`src/rgt_pkg.sv`:
```
package rgt_pkg;

    localparam int MAX_ROWS   = 16;
    localparam int MAX_COLS   = 16;
    localparam int VALUE_BITS = 32;
    localparam int IDX_W      = 4;
    localparam int CNT_W      = 5;
    localparam int ADDR_W     = 2 * IDX_W;

    typedef enum logic [2:0] {
        CMD_READ    = 3'd0,
        CMD_WRITE   = 3'd1,
        CMD_INS_ROW = 3'd2,
        CMD_INS_COL = 3'd3,
        CMD_RM_ROW  = 3'd4,
        CMD_RM_COL  = 3'd5,
        CMD_CLEAR   = 3'd6,
        CMD_NOP     = 3'd7
    } cmd_t;

    typedef enum logic [1:0] {
        STAT_DONE  = 2'd0,
        STAT_RANGE = 2'd1,
        STAT_FULL  = 2'd2,
        STAT_EMPTY = 2'd3
    } stat_t;

    typedef enum logic [0:0] {
        REG_START_ROWS = 1'b0,
        REG_START_COLS = 1'b1
    } cfg_reg_t;

    typedef enum logic [1:0] {
        FSM_IDLE = 2'd0,
        FSM_EXEC = 2'd1,
        FSM_RESP = 2'd2
    } fsm_t;

    typedef struct packed {
        logic [2:0]                    cmd;
        logic [IDX_W-1:0]              row_index;
        logic [IDX_W-1:0]              col_index;
        logic [CNT_W-1:0]              position;
        logic signed [VALUE_BITS-1:0]  write_value;
    } rgt_in_t;

    typedef struct packed {
        logic signed [VALUE_BITS-1:0]  read_value;
        logic [1:0]                    status;
        logic [CNT_W-1:0]              rows_now;
        logic [CNT_W-1:0]              cols_now;
    } rgt_out_t;

    typedef struct packed {
        logic capture;
        logic exec;
        logic load_out;
    } rgt_ctrl_t;

endpackage

```
`src/rgt_ctrl.sv`:
```
module rgt_ctrl (
    input  logic              aclk,
    input  logic              aresetn,
    input  logic              s_valid,
    output logic              s_ready,
    output logic              m_valid,
    input  logic              m_ready,
    output rgt_pkg::rgt_ctrl_t ctrl
);
    import rgt_pkg::*;

    fsm_t state_reg, state_next;
    logic m_valid_reg, m_valid_next;
    logic slot_free;

    assign slot_free = !m_valid_reg || m_ready;

    always_comb begin
        state_next = state_reg;
        case (state_reg)
            FSM_IDLE: if (s_valid) state_next = FSM_EXEC;
            FSM_EXEC: state_next = FSM_RESP;
            FSM_RESP: if (slot_free) state_next = FSM_IDLE;
            default:  state_next = FSM_IDLE;
        endcase
    end

    always_comb begin
        s_ready       = (state_reg == FSM_IDLE);
        ctrl.capture  = s_ready && s_valid;
        ctrl.exec     = (state_reg == FSM_EXEC);
        ctrl.load_out = (state_reg == FSM_RESP) && slot_free;
        if (ctrl.load_out) begin
            m_valid_next = 1'b1;
        end else if (m_ready) begin
            m_valid_next = 1'b0;
        end else begin
            m_valid_next = m_valid_reg;
        end
    end

    assign m_valid = m_valid_reg;

    always_ff @(posedge aclk) begin
        if (!aresetn) begin
            state_reg   <= FSM_IDLE;
            m_valid_reg <= 1'b0;
        end else begin
            state_reg   <= state_next;
            m_valid_reg <= m_valid_next;
        end
    end
endmodule

```
`config.mk`:
```
export PLATFORM = sky130hd
export DESIGN_NAME = rgt_ctrl
export DESIGN_NICKNAME = d
export VERILOG_FILES = /design/src/rgt_pkg.sv /design/src/rgt_ctrl.sv
export SDC_FILE = /design/constraint.sdc
export NUM_CORES = 1
export LEC_CHECK = 0
export ABC_AREA = 1
export BUFFER_PORTS_ARGS = -buffer_cell sky130_fd_sc_hd__buf_2
export CAP_MARGIN = 20
export CELL_PAD_IN_SITES_DETAIL_PLACEMENT = 1
export CELL_PAD_IN_SITES_GLOBAL_PLACEMENT = 2
export CORE_AREA = 2 2 39 41
export DETAILED_ROUTE_END_ITERATION = 6
export DIE_AREA = 0 0 41 43
export GPL_ROUTABILITY_DRIVEN = 0
export PLACE_DENSITY = 0.51
export SETUP_SLACK_MARGIN = 0.02
export SYNTH_ARGS = -nofsm -noshare
export SYNTH_HDL_FRONTEND = slang
export SYNTH_SLANG_ARGS = --single-unit
```
`constraint.sdc`:
```
create_clock -name aclk -period 1 [get_ports aclk]
set_input_delay 0 -clock aclk [delete_from_list [all_inputs] [get_ports aclk]]
set_output_delay 0 -clock aclk [all_outputs]
set_load 0.05 [all_outputs]
```
After elaboration in Yosys (flattened, before gate mapping)
Cells that the tools add are included.

cells by class
  equal/unequal tests = 4
  reductions and logical operators = 7
  mux-type cells = 5

operator list
  kind                  count
  $pmux W2 S3           1
  $mux W2               2
  $ne A2 B2 Y1 const B  2
  $eq A2 B1 Y1 const B  1
  $eq A2 B2 Y1 const B  1
  $logic_and A1 B1 Y1   2
  $logic_not A2 Y1      1
  $mux W1               2
  $reduce_and A2 Y1     1
  $reduce_bool A2 Y1    1
  $logic_not A1 Y1      1
  $logic_or A1 B1 Y1    1

word-level totals
  logic and storage cells = 18
  register bits = 3
  output and inout bits = 5
  input port bits = 4

Logic depth before layout (Yosys ltp)
Gate-level depths: netlist of run 1.

  depth after elaboration = 4
  mapped depth = 4
  mapped depth without buffers = 4

Least setup slack after synthesis of run 1
No wires, ideal clock.

  path kind = flip-flop to output port
  from = register state_reg[0]
  to = output ctrl[2] in the netlist's numbering
  path slack = -99 ps
  path buffers = 0
  data required time = 1000 ps
  cell stages (with the launch flop) = 4
  arrival time = 1099 ps
  path through = dfxtp_1 > inv_1 > nand2_1 > nor2_1

RTL lines
  item                      line            text
  start: declaration        rgt_ctrl.sv:12  fsm_t state_reg, state_next;
  start signal: assignment  rgt_ctrl.sv:49  state_reg <= state_next;
  end: declaration          rgt_ctrl.sv:8   output rgt_pkg::rgt_ctrl_t ctrl

==> results.md, run 1 <==
- Max_slew headroom: 0.8362
- Synthesized area per cell: ~7.5 um2
- Syn-to-layout area delta: 103.2%
- Initial antenna violation count: 0
- DRT Pass-1 Iters: 1
- Starting Density: 0.1139
- CTS tree: built
- Worst Reg-to-Reg Cells: 5
- Nets: 40
- Leak: ~0.15 nW
- Gr usage total: 0.06814
- Largest family of logic cells by synthesized area: simple AND/OR/NAND/NOR gates
- RSZ-0062 raised after global routing: true
- Setup-failing EPs final: 0
- Share of cells above drive strength 1: 0.7714
- Clk_lat worst skew: ~0.23 ns
- Synth Area in Adders: 0
- Net Count, Synth: 25
- Mapped Area: about 160 um2
- Post-synth EDFFs: 0
- Reg-to-reg slack, setup: roughly 0.14 ns
- Post-synthesis compound-gate area fraction: 0.1032
- Pwr Density: ~1500 mW/mm2
- DRT antenna net count: 0
- Longest Clk Path Bufs: 2
- Wirelength per Cell: between 8 and 9 um
- Crit end category: output port
- IR drop worst, VDD: 0.3792 mV
- Hold path startpoint: s_valid
- Launch point of the critical path: state_reg[1]$_SDFFE_PN0P_
- Highest metal layer with signal wires: met3
- Post-route DRC: 0
- CP arrival: 0.96 ns
- Max Freq: ~1.0 GHz
- Multi-input logic area: roughly 84 um2
- Gate Count Post-Synth: 21
- Layout Utilization: 0.2315
- Root Driver: clkbuf_4
- GRT Residual Overflow: 0
- Final Skew: approximately 0.0035 ns
- Number of global-route vias before repair: 178
- Design area: about 320 um2
- Routed wire length: ~450 um
- Simple-Gate Fraction of Synth Area: 0.3016
- CTS Buf Count: 3
- IO Pins: 9
- Count leader, synth: inv_1
- Die Area: roughly 0.0018 mm2
- Most frequent cells after synthesis: inv_1 (6), dfxtp_1 (3), nand2_1 (3)
- First-pass GRT wire length: a little under 700 um
- Area leader, netlist: dfxtp_1
- Largest net degree at the start of global routing: 5
- Max FFs per register: 2
- FP Rows: 14
- DRT met1 WL: roughly 160 um
- Mux contribution to synthesized area: 0
- Crit path capture: ctrl[0]
- Synth warn: 0
- Top cell type's share of synthesized area: 0.3810
- XOR/XNOR Fraction of Synth Area: 0
- Post-synth ARST share: 0
- DIE WIDTH: roughly 40 um
- Placed Instance Area: about 210 um2
- Detailed Place HPWL: approximately 330 um
- # port buffers: 8
- FF-to-FF End: state_reg[1]$_SDFFE_PN0P_
- Tmin final: 0.9623 ns
- Hold Path Depth: 3
- Clock transition at path regs: approximately 0.04 ns
- Core ar.: about 0.0014 mm2
- Actual slew at the worst max-slew pin: approximately 0.25 ns
- Die height: approximately 43 um
- Synth Flop Type: dfxtp_1
- Metal2 WL: approximately 240 um
- Register area share after synthesis: 0.3810
- Metal3 WL: between 50 and 60 um
- Status: finished, final reports clean
- Drt initial violations: 0
- Synth unique cells: 12
- Crit-path max FO: 4
- Vias: roughly 180
- Htree depth: 1
- FF+latch count, synth: 3
- Largest cells by area after synthesis: dfxtp_1 (38%), inv_1 (14%), nand2_1 (7.1%)
- MaxCap Viol Count: 0
- Clock Sinks: 3
- R2R Path Start: state_reg[1]$_SDFFE_PN0P_
- Data required time of the critical path: 1.00 ns
- Via/cell ratio: approximately 3.5
- Max-slew violations: 0
- Fin crit share: 0.9623
- Worst min path class: in -> reg
- N_diodes: 0
- Register area: between 60 and 70 um2
- WS Path Type: reg -> out
- Fin. Hold Viols: 0
- Setup TNS: 0 ns
- Filler cells: 172
- Startpoint type of the worst setup path: flop
## stage by stage
| step | setup WS, ns | instances | hold slack [ns] | power, W |
|---|---|---|---|---|
| final | 0.03767 | 51 | 0.06929 | 0.0004763 |
| after global routing | -0.01719 | 51 | 0.07023 | 0.0005117 |
| after CTS | 0.01622 | 50 | 0.02665 | 0.0004728 |
| after detailed placement | 0.1326 | 44 | 0.2235 | 0.0002251 |
| after global placement | 0.1664 | 44 | 0.2254 | 0.0002235 |
| after floorplan | 0.09586 | 21 | 0.1175 | 0.0002039 |
## worst min path at each step
stage,end,slack [ns]
2_1_floorplan,m_valid$_SDFFE_PN0P_,0.12
3_3_place_gp,m_valid$_SDFFE_PN0P_,0.23
3_5_place_dp,m_valid$_SDFFE_PN0P_,0.22
4_1_cts,state_reg[0]$_SDFFE_PN0P_,0.03
5_1_grt,state_reg[0]$_SDFFE_PN0P_,0.07
6_report,state_reg[0]$_SDFFE_PN0P_,0.07
## kinds of logic after synthesis
group,count (synthesis)
AOI/OAI and AO/OA,2
buffers and inverters,8
DFF,3
and+or+nand+nor,8
## per-layer routing
layer  global-route usage  vias to the layer above
li1                     -                       86
met1              0.06390                       84
met2              0.08438                        8
met3              0.04712                        0
met4              0.08000                        0
met5                    0                        -
## layout by cell type (no fill, tap or decap)
cell	instances
a21oi_2	1
clkbuf_1	1
buf_6	2
inv_2	3
dlygate4sd3_1	1
o21a_1	1
nand2_4	1
buf_2	4
buf_8	2
nor2_2	1
inv_4	1
nor3_2	2
clkbuf_4	3
inv_1	3
dfxtp_2	3
nor2_4	2
buf_4	2
nand2_1	2
## power by group
| part | switching (W) | leakage [nW] | internal, W |
|---|---|---|---|
| registers | 0.00000541 | 0.0258 | 0.000127 |
| clock network | 0.0000614 | 0.0150 | 0.000149 |
| logic | 0.0000809 | 0.107 | 0.0000519 |
## layout make-up
class	instances	area share
multi-input cells	10	0.2617
flip-flops and latches	3	0.1992
inverters	7	0.08984
well taps	16	0.06250
clock buffers	4	0.08203
repair buffers	11	0.3047
## critical path, stage by stage (launching register included)
cell	delay (ns)
dfxtp_2	0.33
inv_4	0.05
nor3_2	0.17
buf_6	0.18
## timing repair
action | 4_1_cts | 5_1_grt
hold buffers | 1 | 0
setup buffers | 1 | 1
pin swaps | 1 | 2
endpoints found under the setup margin | 4 | 4
gates resized for setup | 11 | 9
endpoints found under the hold margin | 1 | 0
Note: power is estimated with default switching activity, not from simulation.
==> run 2: changes to the inputs <==
--- a/config.mk
+++ b/config.mk
@@ -15,6 +15,7 @@
 export DIE_AREA = 0 0 41 43
 export GPL_ROUTABILITY_DRIVEN = 0
 export PLACE_DENSITY = 0.51
+export REMOVE_ABC_BUFFERS = 1
 export SETUP_SLACK_MARGIN = 0.02
 export SYNTH_ARGS = -nofsm -noshare
 export SYNTH_HDL_FRONTEND = slang
==> run 2 against run 1 <==
Combinational power hardly changed. First-iteration DRC count grew 1. Cell count did not move. Die area did not move. Register-to-register slack is essentially flat. Global-route usage is 1.0 points higher. Clock power up 4%. Count of clock-buffer cells in the layout stayed put. Critical path depth unchanged. Sequential power about the same. Sequential cell count did not move.
==> results.md, run 2 (synthesis gave the netlist of run 1 again) <==
- Max Freq: 1.034 GHz (-0.46%)
- WS Path Type: reg -> out
- CP arrival: 0.97 ns (about the same)
- Initial antenna violation count: 0 (unchanged)
- Nets: 40 (unchanged)
- Pwr Density: 1492 mW/mm2 (+0.34%)
- Via/cell ratio: 3.529 (+1.1%)
- Clk_lat worst skew: 0.24 ns (about the same)
- Actual slew at the worst max-slew pin: 0.2469 ns (-0.0005021 ns)
- Placed Instance Area: 210.2 um2 (-1.8%)
- First-pass GRT wire length: 814 um (+17%)
- Post-route DRC: 0 (unchanged)
- CP Buf/Inv Count: 2 (unchanged)
- Htree depth: 1 (unchanged)
- Design Power: 0.0004873 W (+2.3%)
- Fin crit share: 0.9668 (+0.004494)
- Syn-to-layout area delta: 107.1%
- Worst min path class: in -> reg
- Startpoint type of the worst setup path: flop
- Design area: 326.6 um2 (+2.0%)
- Status: finished, final reports clean
- Starting Density: 0.1139 (unchanged)
- Share of cells above drive strength 1: 0.7429 (-0.02857)
- Hold path startpoint: s_valid
- Critical path, cell by cell: inv_4 -> nor3_4 -> buf_6
- Filler cells: 169 (-1.7%)
- Clock transition at path regs: 0.04 ns (about the same)
- Post-route insts no fill: 51 (unchanged)
- Die height: 43 um (unchanged)
- Layout Utilization: 0.2360 (+0.004521)
- IO Pins: 9 (unchanged)
- Largest net degree at the start of global routing: 5 (unchanged)
- CTS tree: built
- Crit end category: output port
- Data required time of the critical path: 1.00 ns (about the same)
- Setup TNS: 0 ns (unchanged)
- Vias: 180 (+1.1%)
- IR drop worst, VDD: 0.6778 mV (+79%)
- Routed wire length: 464 um (+2.4%)
- DRT antenna net count: 0 (unchanged)
- Delay-heaviest family, CP: flip-flops
- Most frequent cells in the layout: buf_2 (4), inv_1 (3), clkbuf_4 (3), buf_6 (3)
- Max_slew headroom: 0.8365 (about the same)
- Register area: 65.06 um2 (+2.0%)
- FP Rows: 14 (unchanged)
- RSZ-0062 raised after global routing: true
- Max FFs per register: 2 (unchanged)
- MaxCap Viol Count: 0 (unchanged)
- Cells after DPL: 44 (unchanged)
- Longest Clk Path Bufs: 2 (unchanged)
- GRT Residual Overflow: 0 (unchanged)
- Commonest non-fill, non-tap cell in the layout: buf_2
- Drt initial violations: 1 (+1)
- Crit-path max FO: 4 (unchanged)
- DIE WIDTH: 41 um (unchanged)
- R2R Path Start: state_reg[1]$_SDFFE_PN0P_
- Clock Sinks: 3 (unchanged)
- Core ar.: 0.001384 mm2 (unchanged)
- CP max stage delay: 0.34 ns (about the same)
- Launch point of the critical path: state_reg[1]$_SDFFE_PN0P_
- Gr usage total: 0.07823 (+0.01010)
- # port buffers: 8 (unchanged)
- Slowest stage cell, crit path: dfxtp_2
- N_diodes: 0 (unchanged)
- Root Driver: clkbuf_4
- Max-slew violations: 0 (unchanged)
- Setup-failing EPs final: 0 (unchanged)
- Number of global-route vias before repair: 209 (+17%)
- Die Area: 0.001763 mm2 (unchanged)
- Leak: 0.1495 nW (+0.95%)
- CTS Buf Count: 3 (unchanged)
- Tmin final: 0.9668 ns (+0.004494 ns)
- Wirelength per Cell: 9.098 um (+2.4%)
- Final Skew: 0.004669 ns (+0.001143 ns)
- Multi-input logic area: 90.09 um2 (+7.5%)
- Fin. Hold Viols: 0 (unchanged)
- DRT Pass-1 Iters: 3 (+2)
run 2: cell type report:
cell class | count | area share
Inverter | 7 | 0.09579
Multi-Input combinational cell | 10 | 0.2759
Sequential cell | 3 | 0.1992
Tap cell | 16 | 0.06130
Timing Repair Buffer | 11 | 0.2874
Clock buffer | 4 | 0.08046
run 2: repair_timing:
action | CTS | global route
hold endpoints to repair | 1 | 0
gates resized for setup | 18 | 5
hold buffers | 1 | 0
endpoints found under the setup margin | 4 | 4
setup buffers | 0 | 2
pin swaps | 2 | 3
run 2: path summary, 6_finish.rpt:
path | endpoint | slack, ns | cells past startpoint
setup reg to reg | state_reg[1]$_SDFFE_PN0P_ | 0.13 | 5
hold reg to reg | state_reg[1]$_SDFFE_PN0P_ | 0.57 | 2
hold / removal | state_reg[0]$_SDFFE_PN0P_ | 0.07 | 3
setup / recovery | ctrl[0] | 0.03 | 3
run 2: where the power goes:
part	internal, W	switching (W)
Sequential	0.000126	0.00000790
Clock	0.000150	0.0000699
Combinational	0.0000527	0.0000812
Total	0.000328	0.000159
run 2: worst min-delay path: stages:
cell and delay [ns]:
buf_2 0.10, inv_1 0.11, nor3_2 0.06
run 2: metal layers:
layer  wire, um  GRT usage  up-vias
li1           -          -       86
met1        147    0.05449       84
met2        253     0.1219       10
met3         63    0.08377        0
met4          0    0.04000        0
met5          0          0        -
run 2: through the flow:
stage / setup slack, ns / hold slack [ns]
after floorplan: -0.7102 / 0.1175
after CTS: 0.003314 / 0.05689
after detailed placement: 0.1606 / 0.2257
after global routing: -0.02753 / 0.06924
after global placement: 0.1934 / 0.2233
final: 0.03317 / 0.06587
